`config.mk`:
```
export PLATFORM = sky130hd
export DESIGN_NAME = polyphonic_voice_allocator
export DESIGN_NICKNAME = d
export VERILOG_FILES = /design/src/rtl/core/pva_pkg.sv /design/src/rtl/core/polyphonic_voice_allocator.sv /design/src/rtl/core/pva_slot_ram.sv
export SDC_FILE = /design/constraint.sdc
export NUM_CORES = 1
export LEC_CHECK = 0
export ABC_AREA = 1
export BUFFER_PORTS_ARGS = -buffer_cell sky130_fd_sc_hd__buf_2
export CORE_MARGIN = 1
export CORE_UTILIZATION = 55
export CTS_CLUSTER_SIZE = 20
export DETAILED_ROUTE_END_ITERATION = 10
export PLACE_DENSITY = 0.8
export SYNTH_ARGS = -nofsm -noshare
export SYNTH_HDL_FRONTEND = slang
export SYNTH_HIERARCHICAL = 1
export SYNTH_SLANG_ARGS = --single-unit
```
`constraint.sdc`:
```
create_clock -name i_clk -period 5.25 [get_ports i_clk]
set_clock_uncertainty 0.05 [all_clocks]
set_input_delay 0.2625 -clock i_clk [delete_from_list [all_inputs] [get_ports i_clk]]
set_output_delay 0.2625 -clock i_clk [all_outputs]
set_load 0.05 [all_outputs]
```
`src/rtl/core/pva_pkg.sv`:
```
package pva_pkg;

    // Command codes of an input transaction.
    localparam logic [1:0] CMD_NOTE_ON  = 2'd0;
    localparam logic [1:0] CMD_NOTE_OFF = 2'd1;
    localparam logic [1:0] CMD_RELEASED = 2'd2;

    // Action codes of a result transaction.
    localparam logic [1:0] ACT_NONE    = 2'd0;
    localparam logic [1:0] ACT_START   = 2'd1;
    localparam logic [1:0] ACT_RELEASE = 2'd2;
    localparam logic [1:0] ACT_REMOVED = 2'd3;

    localparam logic STATUS_OK      = 1'b0;
    localparam logic STATUS_INVALID = 1'b1;

    localparam logic [7:0] MIDI_MAX = 8'd127;

    typedef struct packed {
        logic [1:0] cmd;
        logic [7:0] note;
        logic [7:0] velocity;
        logic [2:0] voice_index;
    } t_in_item;

    typedef struct packed {
        logic       status;
        logic [1:0] action;
        logic [2:0] voice_slot;
        logic [6:0] voice_note;
        logic [6:0] voice_velocity;
        logic [3:0] active_count;
    } t_out_item;

    // One entry of the voice table. Only valid MIDI values are ever stored.
    typedef struct packed {
        logic [6:0] note;
        logic [6:0] velocity;
    } t_slot;

endpackage

```
`src/rtl/core/polyphonic_voice_allocator.sv`:
```
// Polyphonic voice allocator. A command transaction is taken at a rising edge where start is
// high and busy is low, and it always produces exactly one result transaction, shown on
// o_result for a single cycle with o_done high; the receiver cannot stall, so it must take
// every result in that cycle. For a note-on, an invalid command, an argument error or a
// note-off on an empty table, the result appears in the next cycle and busy never rises, so
// commands of that kind may follow back to back. A note-off walks the voice table through
// the single read port of the table memory, one slot per cycle, and holds busy until the
// note is found or the top active slot has been compared. A release-finished command reads
// the named voice and then every later one, writing each back one slot lower, and holds
// busy until the top active slot has been moved. After reset the table is empty; no clearing
// pass is needed because only slots below the active count are ever read.
module polyphonic_voice_allocator #(
    parameter int VOICES = 8
) (
    input  logic               i_clk,
    input  logic               i_rst_n,
    input  logic               start,
    output logic               busy,
    input  pva_pkg::t_in_item  i_item,
    output logic               o_done,
    output pva_pkg::t_out_item o_result
);

    // Slot address width, and a count width that can also hold VOICES itself.
    localparam int IW   = (VOICES > 1) ? $clog2(VOICES) : 1;
    localparam int CW   = $clog2(VOICES + 1);
    localparam int CMPW = CW + 3;
    localparam logic [CW-1:0] FULL_COUNT = CW'(VOICES);

    typedef enum logic [1:0] {
        S_IDLE,
        S_SCAN,
        S_SHIFT
    } t_state;

    t_state             r_state, n_state;
    pva_pkg::t_in_item  r_item, n_item;
    logic [CW-1:0]      r_count, n_count;
    logic [CW-1:0]      r_ptr, n_ptr;
    logic               r_cmp_vld, n_cmp_vld;
    logic [IW-1:0]      r_cmp_slot, n_cmp_slot;
    pva_pkg::t_slot     r_old, n_old;
    logic               r_done, n_done;
    pva_pkg::t_out_item r_result, n_result;

    // Table memory port signals.
    logic               mem_we;
    logic [IW-1:0]      mem_waddr;
    pva_pkg::t_slot     mem_wdata;
    logic               mem_re;
    logic [IW-1:0]      mem_raddr;
    pva_pkg::t_slot     mem_rdata;

    pva_pkg::t_out_item res;
    logic               last_slot;
    logic               first_slot;

    pva_slot_ram #(
        .DEPTH (VOICES),
        .AW    (IW)
    ) u_slot_ram (
        .i_clk   (i_clk),
        .i_we    (mem_we),
        .i_waddr (mem_waddr),
        .i_wdata (mem_wdata),
        .i_re    (mem_re),
        .i_raddr (mem_raddr),
        .o_rdata (mem_rdata)
    );

    // The slot whose data is arriving is the top active one.
    assign last_slot  = (CW'(r_cmp_slot) + CW'(1)) == r_count;
    // During a removal, the slot whose data is arriving is the one being removed.
    assign first_slot = r_cmp_slot == IW'(r_item.voice_index);

    always_comb begin
        n_state    = r_state;
        n_item     = r_item;
        n_count    = r_count;
        n_ptr      = r_ptr;
        n_cmp_vld  = 1'b0;
        n_cmp_slot = r_cmp_slot;
        n_old      = r_old;
        n_done     = 1'b0;
        n_result   = r_result;
        mem_we     = 1'b0;
        mem_waddr  = r_cmp_slot - IW'(1);
        mem_wdata  = mem_rdata;
        mem_re     = 1'b0;
        mem_raddr  = r_ptr[IW-1:0];
        res        = '0;

        // Both walks issue one read per cycle until every active slot has been requested;
        // the read data is registered and comes back tagged by r_cmp_slot.
        if (r_state != S_IDLE && r_ptr < r_count) begin
            mem_re     = 1'b1;
            n_ptr      = r_ptr + CW'(1);
            n_cmp_vld  = 1'b1;
            n_cmp_slot = r_ptr[IW-1:0];
        end

        unique case (r_state)
            S_IDLE: begin
                if (start) begin
                    n_item = i_item;
                    unique case (i_item.cmd)
                        pva_pkg::CMD_NOTE_ON: begin
                            n_done = 1'b1;
                            if (i_item.note > pva_pkg::MIDI_MAX ||
                                i_item.velocity > pva_pkg::MIDI_MAX) begin
                                res.status = pva_pkg::STATUS_INVALID;
                            end else if (r_count < FULL_COUNT) begin
                                // Append at the top of the compacted table.
                                mem_we             = 1'b1;
                                mem_waddr          = IW'(r_count);
                                mem_wdata.note     = i_item.note[6:0];
                                mem_wdata.velocity = i_item.velocity[6:0];
                                n_count            = r_count + CW'(1);
                                res.action         = pva_pkg::ACT_START;
                                res.voice_slot     = 3'(r_count);
                                res.voice_note     = i_item.note[6:0];
                                res.voice_velocity = i_item.velocity[6:0];
                            end
                        end
                        pva_pkg::CMD_NOTE_OFF: begin
                            if (i_item.note > pva_pkg::MIDI_MAX) begin
                                n_done     = 1'b1;
                                res.status = pva_pkg::STATUS_INVALID;
                            end else if (r_count == '0) begin
                                n_done = 1'b1;
                            end else begin
                                n_ptr   = '0;
                                n_state = S_SCAN;
                            end
                        end
                        pva_pkg::CMD_RELEASED: begin
                            if (CMPW'(i_item.voice_index) >= CMPW'(r_count)) begin
                                n_done     = 1'b1;
                                res.status = pva_pkg::STATUS_INVALID;
                            end else begin
                                n_ptr   = CW'(i_item.voice_index);
                                n_state = S_SHIFT;
                            end
                        end
                        default: begin
                            n_done     = 1'b1;
                            res.status = pva_pkg::STATUS_INVALID;
                        end
                    endcase
                end
            end
            S_SCAN: begin
                if (r_cmp_vld) begin
                    if ({1'b0, mem_rdata.note} == r_item.note) begin
                        n_done             = 1'b1;
                        n_state            = S_IDLE;
                        res.action         = pva_pkg::ACT_RELEASE;
                        res.voice_slot     = 3'(r_cmp_slot);
                        res.voice_note     = mem_rdata.note;
                        res.voice_velocity = mem_rdata.velocity;
                    end else if (last_slot) begin
                        n_done  = 1'b1;
                        n_state = S_IDLE;
                    end
                end
            end
            S_SHIFT: begin
                if (r_cmp_vld) begin
                    // The removed voice is kept for the result; every later voice moves
                    // down one slot. A slot is always read before it is overwritten.
                    if (first_slot) begin
                        n_old = mem_rdata;
                    end else begin
                        mem_we = 1'b1;
                    end
                    if (last_slot) begin
                        n_done             = 1'b1;
                        n_state            = S_IDLE;
                        n_count            = r_count - CW'(1);
                        res.action         = pva_pkg::ACT_REMOVED;
                        res.voice_slot     = r_item.voice_index;
                        res.voice_note     = first_slot ? mem_rdata.note : r_old.note;
                        res.voice_velocity = first_slot ? mem_rdata.velocity
                                                        : r_old.velocity;
                    end
                end
            end
            default: begin
                n_state = S_IDLE;
            end
        endcase

        res.active_count = 4'(n_count);
        if (n_done) begin
            n_result = res;
        end
    end

    always_ff @(posedge i_clk) begin
        r_item     <= n_item;
        r_ptr      <= n_ptr;
        r_cmp_slot <= n_cmp_slot;
        r_old      <= n_old;
        r_result   <= n_result;
        if (!i_rst_n) begin
            r_state   <= S_IDLE;
            r_count   <= '0;
            r_cmp_vld <= 1'b0;
            r_done    <= 1'b0;
        end else begin
            r_state   <= n_state;
            r_count   <= n_count;
            r_cmp_vld <= n_cmp_vld;
            r_done    <= n_done;
        end
    end

    assign busy     = (r_state != S_IDLE);
    assign o_done   = r_done;
    assign o_result = r_result;

`ifndef SYNTHESIS
    a_count_bound : assert property (@(posedge i_clk) disable iff (!i_rst_n)
        r_count <= FULL_COUNT)
        else $error("active voice count exceeds the table size");

    a_none_is_blank : assert property (@(posedge i_clk) disable iff (!i_rst_n)
        o_done && o_result.action == pva_pkg::ACT_NONE |->
            o_result.voice_slot == '0 && o_result.voice_note == '0 &&
            o_result.voice_velocity == '0)
        else $error("result without an action carries slot data");

    a_note_on_single : assert property (@(posedge i_clk) disable iff (!i_rst_n)
        start && !busy && i_item.cmd == pva_pkg::CMD_NOTE_ON |=> o_done && !busy)
        else $error("note-on did not complete in one cycle");

    a_walk_ends_in_result : assert property (@(posedge i_clk) disable iff (!i_rst_n)
        $fell(busy) && $past(i_rst_n) |-> o_done)
        else $error("table walk finished without a result transaction");

    a_write_idle_only_note_on : assert property (@(posedge i_clk) disable iff (!i_rst_n)
        mem_we && !busy |-> start && i_item.cmd == pva_pkg::CMD_NOTE_ON)
        else $error("table written while idle without a note-on");
`endif

endmodule

```
`src/rtl/core/pva_slot_ram.sv`:
```
// Voice table storage: one write port, one read port, registered read data.
module pva_slot_ram #(
    parameter int DEPTH = 8,
    parameter int AW    = 3
) (
    input  logic           i_clk,
    input  logic           i_we,
    input  logic [AW-1:0]  i_waddr,
    input  pva_pkg::t_slot i_wdata,
    input  logic           i_re,
    input  logic [AW-1:0]  i_raddr,
    output pva_pkg::t_slot o_rdata
);

    pva_pkg::t_slot r_mem [DEPTH];
    pva_pkg::t_slot r_rdata;

    always_ff @(posedge i_clk) begin
        if (i_we) begin
            r_mem[i_waddr] <= i_wdata;
        end
        if (i_re) begin
            r_rdata <= r_mem[i_raddr];
        end
    end

    assign o_rdata = r_rdata;

endmodule

```
==> impl_results.md, run 1 <==
- Final net count: about 1,100
- Clk sinks: 190
- DR pass1 iterations: 5
- Num CTS Buffers: 17
- Initial DRC Count: approximately 700
- Fmax achieved: 0.309 GHz
- Clock Latency Late Sink: 440 ps
- Async SR Flop Fraction: 0%
- Area leader, netlist: edfxtp_1
- Via-per-instance ratio: roughly 5.3
- CP startpoint: r_state[0]$_SDFFE_PN0P_
- Core ar.: 16,000 µm²
- Setup TNS Final: 0 ps
- Hold Path Class: primary input to register
- Die Y: 131 µm
- Setup-failing EPs final: 0
- Worst-Margin Slew: 1220 ps
- CP Data Required Time: ~5300 ps
- Slowest cell on crit path: nor2_1
- WP data arrival: 3330 ps
- Sequential cell area fraction in the yosys report: 61.3%
- Syn Area/Cell: 9.43 µm²
- Slew HR: 17.8%
- Top-area cell type share of the netlist area: 58.7%
- Synth Register Bits: between 150 and 200
- Antenna violations before repair: 0
- Site row count: 46
- Setup Crit Path Kind: register to register
- Max Buffers Root-to-Sink: 2
- End of the critical path: u_slot_ram/r_mem[1][1]$_DFFE_PP_
- Hold_ws: 16.3 ps
- Filler cell count: 1,284
- Final hold viol count: 0
- Family with the most delay on the worst path: simple AND/OR/NAND/NOR gates
- Via count: 6,643
- Routability Congestion: 0.911
- Port bufs: 49
- Biggest cell delay along the critical path: 610 ps
- Gr ovfl total: 0
- Max-slew violations: 0
- Worst R2R Path Depth: 13
- Post-Synthesis Cells: 966
- Total track usage: 25.0%
- Antenna cells: 0
- Status: finished clean
- Worst-path fanout max: 35
- Dominant cells by area after synthesis: edfxtp_1 59%, nand2_1 13%, inv_1 5.3%, nand3_1 4.3%, ha_1 2.7%
- Cell breakdown of the critical path: inv_1 > ha_1 > nand2_1 > nor2_1 > nand2_1 > clkinv_1 > buf_4 > nand2_1 > o21ai_0 > inv_1 > nand2_1 > nor2_1 > buf_4
- Drc violations: 0
- Syn_nets: 1,010
- First-pass GRT wire length: between 30 and 40 mm
- DP HPWL: around 13 mm
- Cell Area, Synth: 9100 µm²
- Synth Flop Type: edfxtp_1
- R2R Path Start: r_state[0]$_SDFFE_PN0P_
- Synth unique cells: 36
- Area delta synth->final: 11.5%
- Min cycle time layout: between 3000 and 4000 ps
- R2R Setup Slk: ~2000 ps
- Post-synth EDFFs: 178
- CP Launch Type: register
- Largest net degree at the start of global routing: between 60 and 70
- Critical path depth: 13
- RSZ-0062 raised after global routing: no
- Htree depth: 4
- Vias in the first global route: 6,176
- Layout cells sized above 1: 14.2%
- Fin crit share: 61.7%
- Antenna viol nets, final: 0
- CTS tree: yes
- Ys Warns: 6
- Die Span X: 131 µm
- Starting density of the core: 56.9%
- Area of the die: about 17,000 µm²
- CP endpoint kind: register
- Pwr dens: 374 nW/µm²
- Worst r2r dst: u_slot_ram/r_mem[1][1]$_DFFE_PP_
- Max-Cap Viols: 0
- CP most frequent cell: nand2_1
- Post-CTS resize count: 0
- Peak VDD IR: 0.000259 V
- WP buf/inv: 5
- Post-Route WL: 20.0 mm
- IO Count: 50
- Wirelength per Cell: 15.9 µm
- Root buf cell: clkbuf_16
- Leakage: 4.58 nW
- CTS clk-pin slew, worst paths: approximately 60 ps
[layout make-up]
type / instances / area (µm²) / share of cell area (%)
Sequential cell: 190 / 5590 / 55.0
Timing Repair Buffer: 73 / 450 / 4.44
Clock buffer: 20 / 437 / 4.30
Clock inverter: 12 / 93.8 / 0.924
Inverter: 180 / 682 / 6.72
Multi-Input combinational cell: 565 / 2630 / 25.9
Tap cell: 216 / 270 / 2.66
[synthesized netlist by cell type, types with 2 or more instances]
cell type and instances:
nor2_1 59, nand4_1 6, buf_1 2, nand2_1 312, inv_1 129, a21oi_1 13, ha_1 20, nand3_1 79
xnor2_1 9, inv_2 45, dfxtp_1 12, o211ai_1 4, nor3_1 4, buf_4 2, buf_2 9, clkinv_2 5
clkbuf_1 7, buf_6 10, edfxtp_1 178, o21ai_0 43, or2_2 2, nand2_2 2
[where the power goes]
| part | internal, mW | total (mW) | switching [mW] |
|---|---|---|---|
| Sequential | 1.76 | 1.78 | 0.0272 |
| Clock | 0.647 | 1.18 | 0.537 |
| Combinational | 0.219 | 0.824 | 0.605 |
| Total | 2.62 | 3.79 | 1.17 |
[cell usage in the layout (no fill, tap or decap), types with 13 or more instances in the layout]
cell type,count
inv_1,129
buf_4,14
edfxtp_1,178
a21oi_1,13
o21ai_0,43
buf_2,49
inv_2,45
nor2_1,59
nand3_1,79
ha_1,20
nand2_1,312
clkbuf_16,17
[stage by stage]
| step | cells | worst slack (ps) | utilization (%) | area [µm²] | power [mW] |
|---|---|---|---|---|---|
| final | 1256 | 2010 | 63.4 | 10200 | 3.79 |
| after global routing | 1256 | 1740 | 63.4 | 10200 | 3.96 |
| after CTS | 1256 | 2100 | 63.4 | 10200 | 3.80 |
| after detailed placement | 1214 | 2140 | 59.5 | 9520 | 2.61 |
| after global placement | 1214 | 2190 | 59.5 | 9520 | 2.60 |
| after floorplan | 966 | 2480 | - | 9100 | 2.46 |
[metal layers]
metal / vias up / GRT usage, % / share of wire, %
li1: 3206 / - / -
met4: 0 / 9.74 / 2.0
met1: 3071 / 32.6 / 41
met3: 41 / 5.90 / 9.3
met5: - / 0 / 0
met2: 325 / 40.8 / 48
[logic make-up after synthesis]
kind of cell,count (synthesis),share of synthesized area (%)
xor gates and xnor gates,10,0.962
buffers and inverters,211,9.81
and+or+nand+nor,470,21.3
DFF,190,61.3
AOI/OAI and AO/OA,65,3.81
adders and majority gates,20,2.75
[how the worst min path moves through the flow]
stage	from	end	slack, ps	cells after the start
after floorplan	i_item[0]	r_item[0]$_DFFE_PP_	310	0
after global placement	u_slot_ram/o_rdata[10]$_DFFE_PP_	r_old[10]$_DFFE_PP_	380	0
after detailed placement	u_slot_ram/o_rdata[5]$_DFFE_PP_	r_old[5]$_DFFE_PP_	380	0
after CTS	i_item[1]	r_item[1]$_DFFE_PP_	4	1
after global routing	i_item[1]	r_item[1]$_DFFE_PP_	7	1
final	i_item[1]	r_item[1]$_DFFE_PP_	20	1
[worst reg2reg max path: stages, from the launching register on]
cell and delay, ps:
dfxtp_1 400, inv_1 100, ha_1 300, nand2_1 180, nor2_1 60, nand2_1 170
clkinv_1 100, buf_4 250, nand2_1 120, o21ai_0 140, inv_1 110, nand2_1 70
nor2_1 610, buf_4 300
[sequential cells by signal, summed over array words and instances (netlist names)]
| register | flops |
|---|---|
| u_slot_ram/r_mem | 112 |
| o_result | 24 |
| r_old | 14 |
| u_slot_ram/o_rdata | 14 |
| r_item | 11 |
| r_count | 4 |
| r_ptr | 4 |
| r_cmp_slot | 3 |
| r_state | 2 |
| o_done | 1 |
| r_cmp_vld | 1 |
[what timing repair did]
| action | 4_1_cts | 5_1_grt |
|---|---|---|
| endpoints found under the setup margin | 0 | 0 |
| endpoints found under the hold margin | 10 | 0 |
| hold buffers | 10 | 0 |
| buffers inserted | 0 | 0 |
Note: power is estimated with default switching activity, not from simulation.
==> run 2: changes to the inputs <==
--- a/config.mk
+++ b/config.mk
@@ -5,13 +5,13 @@
 export SDC_FILE = /design/constraint.sdc
 export NUM_CORES = 1
 export LEC_CHECK = 0
-export ABC_AREA = 1
+export ABC_AREA = 0
 export BUFFER_PORTS_ARGS = -buffer_cell sky130_fd_sc_hd__buf_2
 export CORE_MARGIN = 1
 export CORE_UTILIZATION = 55
 export CTS_CLUSTER_SIZE = 20
 export DETAILED_ROUTE_END_ITERATION = 10
-export PLACE_DENSITY = 0.8
+export PLACE_DENSITY = 0.83
 export SYNTH_ARGS = -nofsm -noshare
 export SYNTH_HDL_FRONTEND = slang
 export SYNTH_HIERARCHICAL = 1
==> constraint.sdc (replaced) <==
create_clock -name i_clk -period 2.7 [get_ports i_clk]
set_clock_uncertainty 0.05 [all_clocks]
set_input_delay 0.135 -clock i_clk [delete_from_list [all_inputs] [get_ports i_clk]]
set_output_delay 0.135 -clock i_clk [all_outputs]
set_load 0.05 [all_outputs]
==> run 2 against run 1 <==
  * The flow now finishes with violations (design-rule violations)
  * Register-to-register slack got worse by 1800 ps
  * Final cell count decreased by 37%
  * Sequential share of layout area increased by 2.0 points
  * Sequential cell count unchanged
  * Worst setup slack got worse by 1900 ps
  * Critical path type is now primary input to register
  * Largest cell class unchanged
  * Utilization increased by 3.2 points
  * Non-clock buffer count increased by 21
  * Synthesized area decreased by 7.9%
  * Die area decreased by 7.8%
  * Clock power increased by 99%
==> impl_results.md, run 2 <==
- Status: complete, but fails checks (was finished clean)
- Failing checks: design-rule violations
- End of the critical path: u_slot_ram/r_mem[2][8]$_DFFE_PP_ (was u_slot_ram/r_mem[1][1]$_DFFE_PP_)
- Cell Area, Synth: 8380 µm² (was 9100 µm²)
- Die Span X: 125 µm (was 131 µm)
- Port bufs: 49 (unchanged)
- Routability Congestion: 0.905 (was 0.911)
- Antenna viol nets, final: 0 (unchanged)
- Die Y: 125 µm (was 131 µm)
- Gr ovfl total: 0 (unchanged)
- DR pass1 iterations: 9 (was 5)
- First-pass GRT wire length: 27.2 mm (was 31.4 mm)
- Dominant cells by area after synthesis: edfxtp_1 64%, mux4_1 7.8%, mux2_2 5.6%, ha_1 3.0%, dfxtp_1 2.9% (was edfxtp_1 59%, nand2_1 13%, inv_1 5.3%, nand3_1 4.3%, ha_1 2.7%)
- Area leader, netlist: edfxtp_1 (unchanged)
- Final hold viol count: 0 (unchanged)
- Clk sinks: 190 (unchanged)
- CTS tree: yes (unchanged)
- Area of the die: 15,700 µm² (was 17,100 µm²)
- Max-Cap Viols: 0 (unchanged)
- Peak VDD IR: 0.000510 V (was 0.000259 V)
- Pwr Total: 6.20 mW (was 3.79 mW)
- Worst-Margin Slew: 582 ps (was 1220 ps)
- Area delta synth->final: 16.9% (was 11.5%)
- Pwr dens: 633 nW/µm² (was 374 nW/µm²)
- Worst R2R Path Depth: 8 (was 13)
- Via-per-instance ratio: 6.27 (was 5.29)
- Synth Register Bits: 190 (unchanged)
- Fmax achieved: roughly 0.38 GHz
- Top-area cell type share of the netlist area: 63.8% (was 58.7%)
- Ys Warns: 6 (unchanged)
- Critical path depth: 8 (was 13)
- Largest Register: u_slot_ram/r_mem (unchanged)
- WP data arrival: 2710 ps (was 3330 ps)
- Clock Latency Late Sink: 430 ps (was 440 ps)
- Hold Path Class: primary input to register (unchanged)
- Biggest cell delay along the critical path: 550 ps (was 610 ps)
- Wirelength per Cell: 21.9 µm (was 15.9 µm)
- CP Data Required Time: 2780 ps (was 5340 ps)
- Core ar.: 14,700 µm² (was 16,000 µm²)
- Syn_nets: 543 (was 1,010)
- Vias in the first global route: 4,950 (was 6,176)
- Fin crit share: 97.5%
- Count leader, synth: edfxtp_1 (was nand2_1)
- Setup-failing EPs final: 0 (unchanged)
- Total track usage: 23.2% (was 25.0%)
- Async SR Flop Fraction: 0% (unchanged)
- Worst hold start: i_item[6] (was i_item[1])
- Post-CTS resize count: 0 (unchanged)
- Post-cts hold buffer count: 12 (was 10)
- Post-CTS Setup Inserts: 0 (unchanged)
- Largest net degree at the start of global routing: 34 (was 62)
- Via count: 4,935 (was 6,643)
- Synth cell count leaders: 178 x edfxtp_1, 42 x mux2_2, 41 x nor2_1 (was 312 x nand2_1, 178 x edfxtp_1, 129 x inv_1)
- Slowest cell on crit path: or3b_2 (was nor2_1)
- Min cycle time layout: 2630 ps
- Initial DRC Count: 604 (was 703)
- Slew HR: 60.7% (was 17.8%)
- Root buf cell: clkbuf_16 (unchanged)
- Family with the most delay on the worst path: simple AND/OR/NAND/NOR gates (unchanged)
- Synth Flop Type: edfxtp_1 (unchanged)
- DP HPWL: 11.5 mm (was 12.7 mm)
- Htree depth: 4 (unchanged)
- CTS clk-pin slew, worst paths: 70 ps (was 60 ps)
- Drc violations: 9 (was 0)
- Max reg flops: 112 (unchanged)
- CP Launch Type: primary input (was register)
- R2R Setup Slk: 220 ps (was 2010 ps)
- Worst-path fanout max: 14 (was 35)
- RSZ-0062 raised after global routing: no (unchanged)
- Worst r2r dst: u_slot_ram/r_mem[2][8]$_DFFE_PP_ (was u_slot_ram/r_mem[1][1]$_DFFE_PP_)
- R2R Path Start: r_state[0]$_SDFFE_PN0P_ (unchanged)
- Antenna cells: 0 (unchanged)
- Max-slew violations: 0 (unchanged)
- Most frequent cells in the layout: 178 x edfxtp_1, 49 x buf_2, 42 x mux2_2 (was 312 x nand2_1, 178 x edfxtp_1, 129 x inv_1)
- Leakage: 3.45 nW (was 4.58 nW)
- Synth unique cells: 58 (was 36)
- Setup Crit Path Kind: primary input to register (was register to register)
- Filler cell count: 907 (was 1,284)
- CP startpoint: i_item[18] (was r_state[0]$_SDFFE_PN0P_)
- Site row count: 44 (was 46)
- Layout cells sized above 1: 28.5% (was 14.2%)
- Starting density of the core: 57.0% (was 56.9%)
- Post-synth EDFFs: 178 (unchanged)
- Max Buffers Root-to-Sink: 2 (unchanged)
- Syn Area/Cell: 16.8 µm² (was 9.43 µm²)
- IO Count: 50 (unchanged)
- Most common cell after layout, fill and taps aside: edfxtp_1 (was nand2_1)
- CP endpoint kind: register (unchanged)
- Post-Synthesis Cells: 499 (was 966)
- WP buf/inv: 3 (was 5)
- Sequential cell area fraction in the yosys report: 66.6% (was 61.3%)
- Final core occ: 66.6% (was 63.4%)
- Post-Route WL: 17.2 mm (was 20.0 mm)
- Final net count: 634 (was 1,071)
- Cell breakdown of the critical path: dlygate4sd3_1 > buf_2 > or3b_2 > nor3_4 > o21ai_0 > nand2b_1 > nor2_1 > buf_12 (was inv_1 > ha_1 > nand2_1 > nor2_1 > nand2_1 > clkinv_1 > buf_4 > nand2_1 > o21ai_0 > inv_1 > nand2_1 > nor2_1 > buf_4)
- Setup TNS Final: 0 ps (unchanged)
- Antenna violations before repair: 0 (unchanged)
- Num CTS Buffers: 17 (unchanged)
-- run 2: changes by cell type in the layout (fill, tap and decap cells not counted), sizes merged, moves of 17 or more --
cell / before / now
nand2: 315 / 17
inv: 176 / 24
nand3: 80 / 6
mux2: 0 / 42
o21ai: 44 / 8
mux4: 0 / 28
nor2: 61 / 41
buf: 63 / 82
a222oi: 0 / 17
-- run 2: cell families after synthesis --
kind of cell    Yosys count  share of synthesized area, %
fa+ha+maj                20                          2.99
simple gates            101                          5.96
mux                      73                          14.6
xor+xnor                 16                          1.76
flops                   190                          66.6
compound gates           58                          5.60
buf+inv                  41                          2.42
-- run 2: worst min-delay path: stages --
cell,delay [ps]
buf_2,90
a222oi_1,80
nor2_1,80
-- run 2: routing by layer --
layer	GRT usage (%)	part of all wire (%)
met1	29.9	41
met2	38.4	50
met3	5.65	7.2
met4	8.32	1.7
met5	0	0
-- run 2: how the worst min path moves through the flow --
stage,endpoint,cells past startpoint
floorplan,r_item[0]$_DFFE_PP_,0
global placement,r_item[0]$_DFFE_PP_,1
detailed placement,r_item[0]$_DFFE_PP_,1
CTS,o_result[7]$_DFFE_PP_,3
global route,o_result[9]$_DFFE_PP_,3
finish,o_result[7]$_DFFE_PP_,3
-- run 2: final cells by class --
type | count | area [µm²] | share of cell area [%]
clock buffer | 17 | 425 | 4.34
tap | 184 | 230 | 2.35
inverter | 19 | 71.3 | 0.728
sequential | 190 | 5590 | 57.0
multi-input combinational | 268 | 2640 | 26.9
clock inverter | 15 | 135 | 1.38
timing repair buffer | 94 | 713 | 7.28
-- run 2: metrics by stage --
step	instances	hold slack, ps	setup slack (ps)	instance area [µm²]
floorplan	499	184	-215	8420
global placement	743	278	122	9120
detailed placement	743	284	-3.79	9120
CTS	787	2.36	129	9800
global route	787	41.1	35.6	9800
finish	787	29.5	68.3	9800
-- run 2: report_power, final --
group	total (mW)	internal [mW]	switching (mW)
clock network	2.35	1.28	1.07
registers	3.28	3.26	0.0208
logic	0.564	0.233	0.331
